File: config.mk
export PLATFORM = sky130hd
export DESIGN_NAME = rtc_date_to_epoch_seconds
export DESIGN_NICKNAME = d
export VERILOG_FILES = /design/src/hw/rtl/rtde_pkg.sv /design/src/hw/rtl/rtc_date_to_epoch_seconds.sv
export SDC_FILE = /design/constraint.sdc
export NUM_CORES = 1
export LEC_CHECK = 0
export ABC_AREA = 1
export CORE_MARGIN = 3
export CORE_UTILIZATION = 29
export CTS_BUF_LIST = sky130_fd_sc_hd__clkbuf_4 sky130_fd_sc_hd__clkbuf_8 sky130_fd_sc_hd__clkbuf_16
export CTS_CLUSTER_SIZE = 20
export DETAILED_ROUTE_END_ITERATION = 8
export DONT_BUFFER_PORTS = 1
export PLACE_DENSITY = 0.48
export SLEW_MARGIN = 25
export SYNTH_ARGS = -nofsm -noshare
export SYNTH_HDL_FRONTEND = slang
export SYNTH_SLANG_ARGS = --single-unit
File: constraint.sdc
create_clock -name clk -period 10.6 [get_ports clk]
set_input_delay 2.12 -clock clk [delete_from_list [all_inputs] [get_ports clk]]
set_output_delay 2.12 -clock clk [all_outputs]
set_load 0.005 [all_outputs]
File: src/hw/rtl/rtde_pkg.sv
// package: constants and helper functions for the rtc date to epoch seconds block
`default_nettype none

package rtde_pkg;

	// field widths
	localparam int unsigned ByteW  = 8;
	localparam int unsigned DaysW  = 17;
	localparam int unsigned TodW   = 20;
	localparam int unsigned EpochW = 32;

	// time constants
	localparam logic [EpochW-1:0] Epoch2000   = 32'd946684800;
	localparam logic [DaysW-1:0]  SecsPerDay  = 17'd86400;
	localparam logic [DaysW-1:0]  DaysPerYear = 17'd365;
	localparam logic [TodW-1:0]   SecsPerHour = 20'd3600;
	localparam logic [TodW-1:0]   SecsPerMin  = 20'd60;

	// months
	localparam logic [ByteW-1:0] MonthJan = 8'd1;
	localparam logic [ByteW-1:0] MonthFeb = 8'd2;
	localparam logic [ByteW-1:0] MonthDec = 8'd12;

	// bcd byte to binary, digits above nine taken as they are
	function automatic logic [ByteW-1:0] from_bcd(input logic [ByteW-1:0] b);
		logic [ByteW-1:0] tens;
		logic [ByteW-1:0] units;
		tens  = {4'b0000, b[7:4]};
		units = {4'b0000, b[3:0]};
		return (tens << 3) + (tens << 1) + units;
	endfunction

	// days before the first of a month, month one based
	function automatic logic [8:0] days_before_month(input logic [3:0] mon);
		logic [8:0] d;
		case (mon)
			4'd1:    d = 9'd0;
			4'd2:    d = 9'd31;
			4'd3:    d = 9'd59;
			4'd4:    d = 9'd90;
			4'd5:    d = 9'd120;
			4'd6:    d = 9'd151;
			4'd7:    d = 9'd181;
			4'd8:    d = 9'd212;
			4'd9:    d = 9'd243;
			4'd10:   d = 9'd273;
			4'd11:   d = 9'd304;
			4'd12:   d = 9'd334;
			default: d = 9'd0;
		endcase
		return d;
	endfunction

endpackage

`default_nettype wire

File: src/hw/rtl/rtc_date_to_epoch_seconds.sv
// top level: rtc register bytes to unix seconds, two-stage pipeline
//
// channel  direction  handshake              payload
// in       input      in_valid / in_ready    rtc_seconds .. rtc_year
// out      output     out_valid / out_ready  epoch_seconds, bad_date
// cfg      input      cfg_we                 cfg_wdata (binary_mode)
//
// one word per cycle unless out_ready stalls; out_valid rises as a word enters stage 2.
// stage 1 converts bcd and forms the day count and time of day, stage 2
// does the single days * 86400 multiply and the final add.
// arst_n clears the valid bits and binary_mode; no clearing pass.
// a stalled out_ready holds both stages; in_ready drops only when both are full.
`default_nettype none

module rtc_date_to_epoch_seconds import rtde_pkg::*; (
	input  wire logic              clk,
	input  wire logic              arst_n,
	input  wire logic              cfg_we,
	input  wire logic              cfg_wdata,
	input  wire logic              in_valid,
	output logic                   in_ready,
	input  wire logic [ByteW-1:0]  rtc_seconds,
	input  wire logic [ByteW-1:0]  rtc_minutes,
	input  wire logic [ByteW-1:0]  rtc_hours,
	input  wire logic [ByteW-1:0]  rtc_day,
	input  wire logic [ByteW-1:0]  rtc_month,
	input  wire logic [ByteW-1:0]  rtc_year,
	output logic                   out_valid,
	input  wire logic              out_ready,
	output logic [EpochW-1:0]      epoch_seconds,
	output logic                   bad_date
);

	logic binary_mode_q;

	logic vld_s1;
	logic vld_s2;
	logic adv_s1;
	logic adv_s2;

	logic [ByteW-1:0]  sec_b;
	logic [ByteW-1:0]  min_b;
	logic [ByteW-1:0]  hr_b;
	logic [ByteW-1:0]  day_b;
	logic [ByteW-1:0]  mon_b;
	logic [ByteW-1:0]  yy_b;
	logic              bad_c;
	logic [6:0]        leaps_c;
	logic [1:0]        cent_c;
	logic              y400_c;
	logic              leap_yr_c;
	logic [DaysW-1:0]  days_c;
	logic [TodW-1:0]   tod_c;
	logic [EpochW-1:0] tod_ep_c;

	logic [DaysW-1:0]  days_s1;
	logic [EpochW-1:0] tod_ep_s1;
	logic              bad_s1;

	logic [2*DaysW-1:0] day_secs_c;
	logic [EpochW-1:0]  total_c;

	logic [EpochW-1:0] epoch_s2;
	logic              bad_s2;

	// configuration register
	always_ff @(posedge clk or negedge arst_n) begin
		if (!arst_n) begin
			binary_mode_q <= 1'b0;
		end else if (cfg_we) begin
			binary_mode_q <= cfg_wdata;
		end
	end

	// pipeline flow control
	assign adv_s2   = !vld_s2 || out_ready;
	assign adv_s1   = !vld_s1 || adv_s2;
	assign in_ready = adv_s1;

	// bcd conversion
	always_comb begin
		if (binary_mode_q) begin
			sec_b = rtc_seconds;
			min_b = rtc_minutes;
			hr_b  = rtc_hours;
			day_b = rtc_day;
			mon_b = rtc_month;
			yy_b  = rtc_year;
		end else begin
			sec_b = from_bcd(rtc_seconds);
			min_b = from_bcd(rtc_minutes);
			hr_b  = from_bcd(rtc_hours);
			day_b = from_bcd(rtc_day);
			mon_b = from_bcd(rtc_month);
			yy_b  = from_bcd(rtc_year);
		end
	end

	// day count since 2000-01-01 and time of day
	always_comb begin
		bad_c  = (mon_b < MonthJan) || (mon_b > MonthDec) || (day_b == '0);
		// centuries 2100 and 2200 drop out, 2000 counts as a 400-year leap
		y400_c = (yy_b != '0);
		cent_c = 2'(y400_c) + 2'(yy_b > 8'd100) + 2'(yy_b > 8'd200);
		leaps_c = 7'((9'({1'b0, yy_b}) + 9'd3) >> 2) - 7'(cent_c) + 7'(y400_c);
		leap_yr_c = (yy_b[1:0] == 2'b00) && (yy_b != 8'd100) && (yy_b != 8'd200);
		days_c = (DaysW'(yy_b) * DaysPerYear) + DaysW'(leaps_c)
			+ DaysW'(days_before_month(mon_b[3:0]))
			+ DaysW'(leap_yr_c && (mon_b > MonthFeb))
			+ DaysW'(day_b - 8'd1);
		tod_c = (TodW'(hr_b) * SecsPerHour) + (TodW'(min_b) * SecsPerMin) + TodW'(sec_b);
		tod_ep_c = EpochW'(tod_c) + Epoch2000;
	end

	// stage 1 registers
	always_ff @(posedge clk or negedge arst_n) begin
		if (!arst_n) begin
			vld_s1 <= 1'b0;
		end else if (adv_s1) begin
			vld_s1 <= in_valid;
		end
	end

	always_ff @(posedge clk) begin
		if (adv_s1 && in_valid) begin
			days_s1   <= days_c;
			tod_ep_s1 <= tod_ep_c;
			bad_s1    <= bad_c;
		end
	end

	// seconds total, wraps modulo 2^32
	always_comb begin
		day_secs_c = (2*DaysW)'(days_s1) * (2*DaysW)'(SecsPerDay);
		total_c    = day_secs_c[EpochW-1:0] + tod_ep_s1;
	end

	// stage 2 result register
	always_ff @(posedge clk or negedge arst_n) begin
		if (!arst_n) begin
			vld_s2 <= 1'b0;
		end else if (adv_s2) begin
			vld_s2 <= vld_s1;
		end
	end

	always_ff @(posedge clk) begin
		if (adv_s2 && vld_s1) begin
			epoch_s2 <= bad_s1 ? '0 : total_c;
			bad_s2   <= bad_s1;
		end
	end

	assign out_valid     = vld_s2;
	assign epoch_seconds = epoch_s2;
	assign bad_date      = bad_s2;

endmodule

`default_nettype wire

# ---- Word-level counts from Yosys, hierarchy flattened
# Memory sizes are Yosys's and may differ from the RTL's.
# Index checks and enable logic that the tools add are counted.
dict set report op_classes {
  addsub 26
  multipliers 4
  n_lt_le_gt_ge 5
  eq_ne 2
  mux 6
  reduce_logical 14
}
# cell count
set op_table {}
lappend op_table {{7-bit by 5-bit adder with 8-bit output} 6}
lappend op_table {{8-bit by 4-bit adder with 8-bit output} 6}
lappend op_table {{8-bit two-way mux} 6}
lappend op_table {{32-bit adder} 1}
lappend op_table {{20-bit by 30-bit adder with 31-bit output, second input constant} 1}
lappend op_table {{17-bit by 10-bit multiplier with 25-bit output, second input constant} 1}
lappend op_table {{20-bit by 14-bit adder with 20-bit output} 1}
lappend op_table {{20-bit by 8-bit adder with 20-bit output} 1}
lappend op_table {{17-bit by 1-bit adder with 17-bit output} 1}
lappend op_table {{17-bit adder} 1}
lappend op_table {{17-bit by 7-bit adder with 17-bit output} 1}
lappend op_table {{17-bit by 9-bit adder with 17-bit output} 1}
lappend op_table {{8-bit by 9-bit multiplier with 17-bit output, second input constant} 1}
lappend op_table {{8-bit by 8-bit multiplier with 16-bit output, second input constant} 1}
lappend op_table {{8-bit by 4-bit multiplier with 12-bit output, second input constant} 1}
lappend op_table {{8-bit by 2-bit adder with 9-bit output, second input constant} 1}
lappend op_table {{8-bit by 1-bit subtractor with 9-bit output, second input constant} 1}
lappend op_table {{8-bit by 2-bit > comparator with 1-bit output, second input constant} 1}
lappend op_table {{8-bit by 4-bit > comparator with 1-bit output, second input constant} 1}
lappend op_table {{8-bit by 7-bit > comparator with 1-bit output, second input constant} 1}
lappend op_table {{8-bit > comparator, second input constant} 1}
lappend op_table {{8-bit logical NOT} 1}
lappend op_table {{8-bit by 1-bit < comparator with 1-bit output, second input constant} 1}
lappend op_table {{8-bit by 7-bit inequality test with 1-bit output, second input constant} 1}
lappend op_table {{other kinds (10)} 18}
dict set report totals {
  register_bits 86
  rom_bits 144
  inputBits 54
  output_inout_bits 35
  wordCells 66
  mem_count 1
}
# memory depth word_bits read_ports rd_clocked_by_memory_dff wr line
set memory_table {}
lappend memory_table {{(no name shown)} 16 9 1 0 0 rtde_pkg.sv:36} ;# case (mon)

# ---- Logic depth before layout (Yosys ltp)
dict set report logic_depth {
  word_depth 12
  depth_mapped 45
  depth_no_buf 45
}

# ---- Worst setup path after synthesis
# OpenSTA, ideal clock, no wires.
dict set report synth_timing {
  kind {input port to flip-flop}
  start {input rtc_year[3]}
  end {register days_s1[14], data pin}
  setup_time_ps 262
  t_arrival_ps 9793
  required_time_ps 10338
  setup_slack_ps 545
  stages 35
  path_buffers 0
  path_cell_list {inv_1 -> fa_1 -> fa_1 -> o21ai_0 -> inv_1 -> ha_1 -> nand2_1 -> nand3_1 -> a21oi_1 -> ha_1 -> xnor2_1 -> xor2_1 -> ha_1 -> ha_1 -> nand3_1 -> nand2_1 -> nand2_1 -> nand2_1 -> a21oi_1 -> xor2_1 -> xor2_1 -> fa_1 -> fa_1 -> fa_1 -> inv_1 -> fa_1 -> inv_1 -> fa_1 -> inv_1 -> ha_1 -> nand4_1 -> nand3_1 -> a21boi_0 -> o21bai_1 -> xor2_1}
}
dict set report synth_between {
  elab_chain_len 11
  elab_cells_between_ends 20
  classes_between {10 x add/sub; 1 x mul; 2 x order compare; 2 x eq/ne; 1 x mux; 4 x reduce/logical}
}
# element line
set synth_lines {}
lappend synth_lines {{from (decl)} rtc_date_to_epoch_seconds.sv:27} ;# input wire logic [ByteW-1:0] rtc_year,
lappend synth_lines {{8-bit by 4-bit adder with 8-bit output} rtde_pkg.sv:30} ;# return (tens << 3) + (tens << 1) + units;
lappend synth_lines {{8-bit two-way mux (*)} rtc_date_to_epoch_seconds.sv:82} ;# if (binary_mode_q) begin
lappend synth_lines {{8-bit by 7-bit > comparator with 1-bit output or 8-bit nonzero test (tied branches)} {rtc_date_to_epoch_seconds.sv:104, rtc_date_to_epoch_seconds.sv:103}}
lappend synth_lines {{1-bit by 1-bit adder with 2-bit output} rtc_date_to_epoch_seconds.sv:104} ;# cent_c = 2'(y400_c) + 2'(yy_b > 8'd100) + 2'(yy_b > 8'd200);
lappend synth_lines {{2-bit by 1-bit adder with 2-bit output} rtc_date_to_epoch_seconds.sv:104}
lappend synth_lines {{7-bit by 2-bit subtractor with 7-bit output} rtc_date_to_epoch_seconds.sv:105} ;# leaps_c = 7'((9'({1'b0, yy_b}) + 9'd3) >> 2) - 7'(cent_c) + 7'(y400_c);
lappend synth_lines {{7-bit by 1-bit adder with 7-bit output} rtc_date_to_epoch_seconds.sv:105}
lappend synth_lines {{17-bit by 7-bit adder with 17-bit output} rtc_date_to_epoch_seconds.sv:107} ;# days_c = (DaysW'(yy_b) * DaysPerYear) + DaysW'(leaps_c)
lappend synth_lines {{17-bit by 9-bit adder with 17-bit output} rtc_date_to_epoch_seconds.sv:108} ;# + DaysW'(days_before_month(mon_b[3:0]))
lappend synth_lines {{17-bit by 1-bit adder with 17-bit output (*)} rtc_date_to_epoch_seconds.sv:109} ;# + DaysW'(leap_yr_c && (mon_b > MonthFeb))
lappend synth_lines {{17-bit adder (*)} rtc_date_to_epoch_seconds.sv:110} ;# + DaysW'(day_b - 8'd1);
lappend synth_lines {{net days_c[14]} rtc_date_to_epoch_seconds.sv:52} ;# logic [DaysW-1:0] days_c;
lappend synth_lines {{to (signal assigned)} rtc_date_to_epoch_seconds.sv:126} ;# days_s1 <= days_c;
lappend synth_lines {{to (decl)} rtc_date_to_epoch_seconds.sv:56} ;# logic [DaysW-1:0] days_s1;
# Mark *: on every way through the listed nets, which the timed path passes. The rest lies on a longest branch.
# A chain may end at the register's enable or synchronous reset.

# ---- Worst setup path after layout
dict set report layout_timing {
  start {input rtc_year[3]}
  end {register days_s1[16], data pin}
}
# The elaborated chain is that of the path after synthesis.

==> summary.json <==
{
  "setup.worst_path.start_class": {"value": "input pin"},
  "antenna_violating_nets_post_route": {"value": 0},
  "yosysTopAreaCell": {"value": "ha_1"},
  "route.layer.met1.wl": {"value": 16700, "unit": "um"},
  "number_of_port_buffers": {"value": 0},
  "viasPerCell": {"value": 4.32},
  "critical_path.max_fanout": {"value": 6},
  "cts_hold_buf": {"value": 0},
  "synth_most_common_cell": {"value": "inv_1"},
  "dp_hpwl": {"value": 29300, "unit": "um"},
  "cp-end-kind": {"value": "flip-flop"},
  "hold_viol": {"value": 0},
  "grt_antenna_before_repair": {"value": 1},
  "yosys-top-cells-area": {"value": "ha_1 (25%), fa_1 (17%), edfxtp_1 (15%)"},
  "synthesis.area": {"value": 14700, "unit": "sq um"},
  "synth-main-ff-cell": {"value": "edfxtp_1"},
  "postSynthCellCount": {"value": 1868},
  "total_via_count_after_detailed_routing": {"value": 11000},
  "result_of_the_run": {"value": "finished clean"},
  "grt_pass1_vias": {"value": 11300},
  "layout_overhead_on_the_synthesized_area": {"value": 8.04, "unit": "%"},
  "worstSetupPathType": {"value": "input pin to flip-flop"},
  "synth.cells.most_frequent": {"value": "inv_1 (471), nand2_1 (361), ha_1 (293)"},
  "grt_util_all_layers": {"value": 0.129},
  "top_layer_used_by_detailed_routing": {"value": "met4"},
  "crit_buf_inv": {"value": 6},
  "die_height": {"value": 231, "unit": "um"},
  "ffs_latches_synth": {"value": 75},
  "holdCritPathClass": {"value": "flip-flop to flip-flop"},
  "max_stage_delay": {"value": 0.53, "unit": "ns"},
  "slew_headroom": {"value": 0.481},
  "yosys.cell_types.count": {"value": 46},
  "boundaryPins": {"value": 89},
  "ys_warn_count": {"value": 0},
  "crit_share_post_route": {"value": 0.938},
  "detailroute.wirelength.met2": {"value": 14700, "unit": "um"},
  "floorplan.die.width": {"value": 231, "unit": "um"},
  "max_freq": {"value": 101, "unit": "MHz"},
  "grt_start_max_net_pins": {"value": 42},
  "unrepaired_setup_endpoints_after_global_routing": {"value": "no"},
  "final.min_clock_period": {"value": 9.95, "unit": "ns"},
  "final_util": {"value": 0.321},
  "finalClockSkew": {"value": 0.00807, "unit": "ns"},
  "row_count": {"value": 81},
  "grt_first_pass_wirelength": {"value": 56200, "unit": "um"},
  "final.fill_count": {"value": 5345},
  "post-synth-top-area-fraction": {"value": 0.249},
  "core": {"value": 49500, "unit": "sq um"},
  "number_of_buffers_created_by_cts": {"value": 9},
  "fp.dieArea": {"value": 53400, "unit": "sq um"},
  "setup_total_negative_slack": {"value": 0, "unit": "ns"},
  "detailedRoute.firstIterationViolations": {"value": 437},
  "seq_area_frac_synth": {"value": 0.152},
  "grt_overflow_total": {"value": 0},
  "drt-pass1-iter-count": {"value": 6},
  "final_net_count": {"value": 2348},
  "initial_core_util": {"value": 0.297},
  "root_buffer_cell": {"value": "clkbuf_16"},
  "worst-endpoint-required": {"value": 10.72, "unit": "ns"},
  "cts.htree.levels": {"value": 3},
  "synth_enable_flop_cells": {"value": 72},
  "place_congestion": {"value": 0.847},
  "synthArstFlopShare": {"value": 0.0400},
  "insertion_delay": {"value": 0.37, "unit": "ns"},
  "clock_path_buffers": {"value": 2},
  "routed-wl-met3": {"value": 1240, "unit": "um"},
  "crit_path_top_delay_cell": {"value": "fa_1"},
  "slew_violations": {"value": 0},
  "area_occupied_by_multi_input_gates": {"value": 10700, "unit": "sq um"},
  "setup_viol": {"value": 0},
  "tritoncts": {"value": "done"},
  "measured_slew_at_the_worst_slew_check_pin": {"value": 0.771, "unit": "ns"},
  "worst_path_dominant_cell_family": {"value": "adder cells"},
  "remaining_drc_errors": {"value": 0},
  "total_nets_after_synthesis": {"value": 2338},
  "timing.critical_path.arrival": {"value": 10.07, "unit": "ns"},
  "detail_route.wl_per_cell": {"value": 13.0, "unit": "um"},
  "drive_gt1_frac": {"value": 0.0351},
  "reported_max_cap_violation_count": {"value": 0},
  "path_clk_slew": {"value": 0.06, "unit": "ns"},
  "clock-sinks": {"value": 75},
  "postRouteWirelength": {"value": 33100, "unit": "um"},
  "regArea": {"value": 2240, "unit": "sq um"},
  "postSynthAreaPerCell": {"value": 7.87, "unit": "sq um"}
}
## per-stage QoR
stage	setup slack (ns)	area (sq um)	hold WS (ns)	instances
2_1_floorplan	0.545	14700	0.424	1868
3_3_place_gp	0.152	15600	0.496	2531
3_5_place_dp	0.0133	15600	0.492	2531
4_1_cts	0.419	15900	0.508	2546
5_1_grt	0.0608	15900	0.530	2546
6_report	0.653	15900	0.506	2547
## flip-flops by register name (all words and copies together) (netlist names)
signal and cells:
epoch_seconds 32, tod_ep_s1 21, days_s1 17, bad_date 1, bad_s1 1, binary_mode_q 1
out_valid 1, vld_s1 1
## path summary, 6_finish.rpt
kind / endpoint / cells past startpoint / startpoint / slack (ns)
worst max register to register: days_s1[16] / 36 / binary_mode_q / 2.97
worst max-delay path: days_s1[16] / 42 / rtc_year[3] / 0.65
max in group asynchronous: binary_mode_q / 0 / arst_n / 9.09
worst min register to register: out_valid / 2 / vld_s1 / 0.51
worst min-delay path: out_valid / 2 / vld_s1 / 0.51
min in group asynchronous: vld_s1 / 0 / arst_n / 1.44
## layout make-up
class / instances / area share
clock buffer: 9 / 0.0142
inverter: 472 / 0.112
antenna: 1 / 0.000158
multi-input combinational: 1311 / 0.671
tap: 664 / 0.0523
clock inverter: 6 / 0.00567
sequential: 75 / 0.141
timing repair buffer: 9 / 0.00425
## cell families (layout without fill, tap and decap cells)
kind of cell,count (synthesis),in the layout,synth area share
DFF,75,75,0.152
xor gates and xnor gates,84,84,0.0511
muxes,2,2,0.00221
adders and majority gates,416,416,0.417
and+or+nand+nor,599,599,0.173
buffers and inverters,482,496,0.124
AOI/OAI and AO/OA,210,210,0.0807
other,0,1,0
## placed cells by master (no fill, tap or decap), drive strengths merged, types with 2 or more instances in the layout
| cell type | n |
|---|---|
| o21a | 5 |
| mux2i | 2 |
| a21o | 8 |
| or2 | 7 |
| o31ai | 4 |
| o21ai | 66 |
| o211ai | 3 |
| nand2 | 368 |
| fa | 123 |
| dfrtp | 3 |
| nor2 | 105 |
| nand4 | 25 |
| o2111ai | 2 |
| a211oi | 3 |
| edfxtp | 72 |
| ha | 293 |
| bufinv | 2 |
| a31oi | 9 |
| o21bai | 7 |
| nand3b | 7 |
| a21oi | 97 |
| clkinv | 3 |
| nand3 | 75 |
| buf | 9 |
| inv | 472 |
| clkbuf | 9 |
| and2 | 5 |
| nor3 | 6 |
| xnor2 | 29 |
| xor2 | 55 |
## what timing repair did
item / in CTS / in global routing
buffers inserted: 0 / 0
resized for setup: 0 / 5
hold endpoints to repair: 0 / 0
endpoints found under the setup margin: 0 / 4
## per-layer routing
layer	vias to the layer above	GRT usage
met5	-	0
met4	0	0.0232
met3	24	0.0306
met2	115	0.209
met1	4965	0.176
li1	5908	-
## worst register-to-register path, delay by kind of cell (launching register included)
| kind | cells | cell delay, ns |
|---|---|---|
| AOI/OAI and AO/OA | 6 | 0.94 |
| xor gates and xnor gates | 4 | 0.68 |
| adders and majority gates | 10 | 3.69 |
| buffers and inverters | 6 | 0.83 |
| DFF | 1 | 0.34 |
| and+or+nand+nor | 10 | 0.88 |
Power is left out: the tool's default activity adds up to more than one toggle a clock period on the data nets, which glitch-free logic cannot reach.
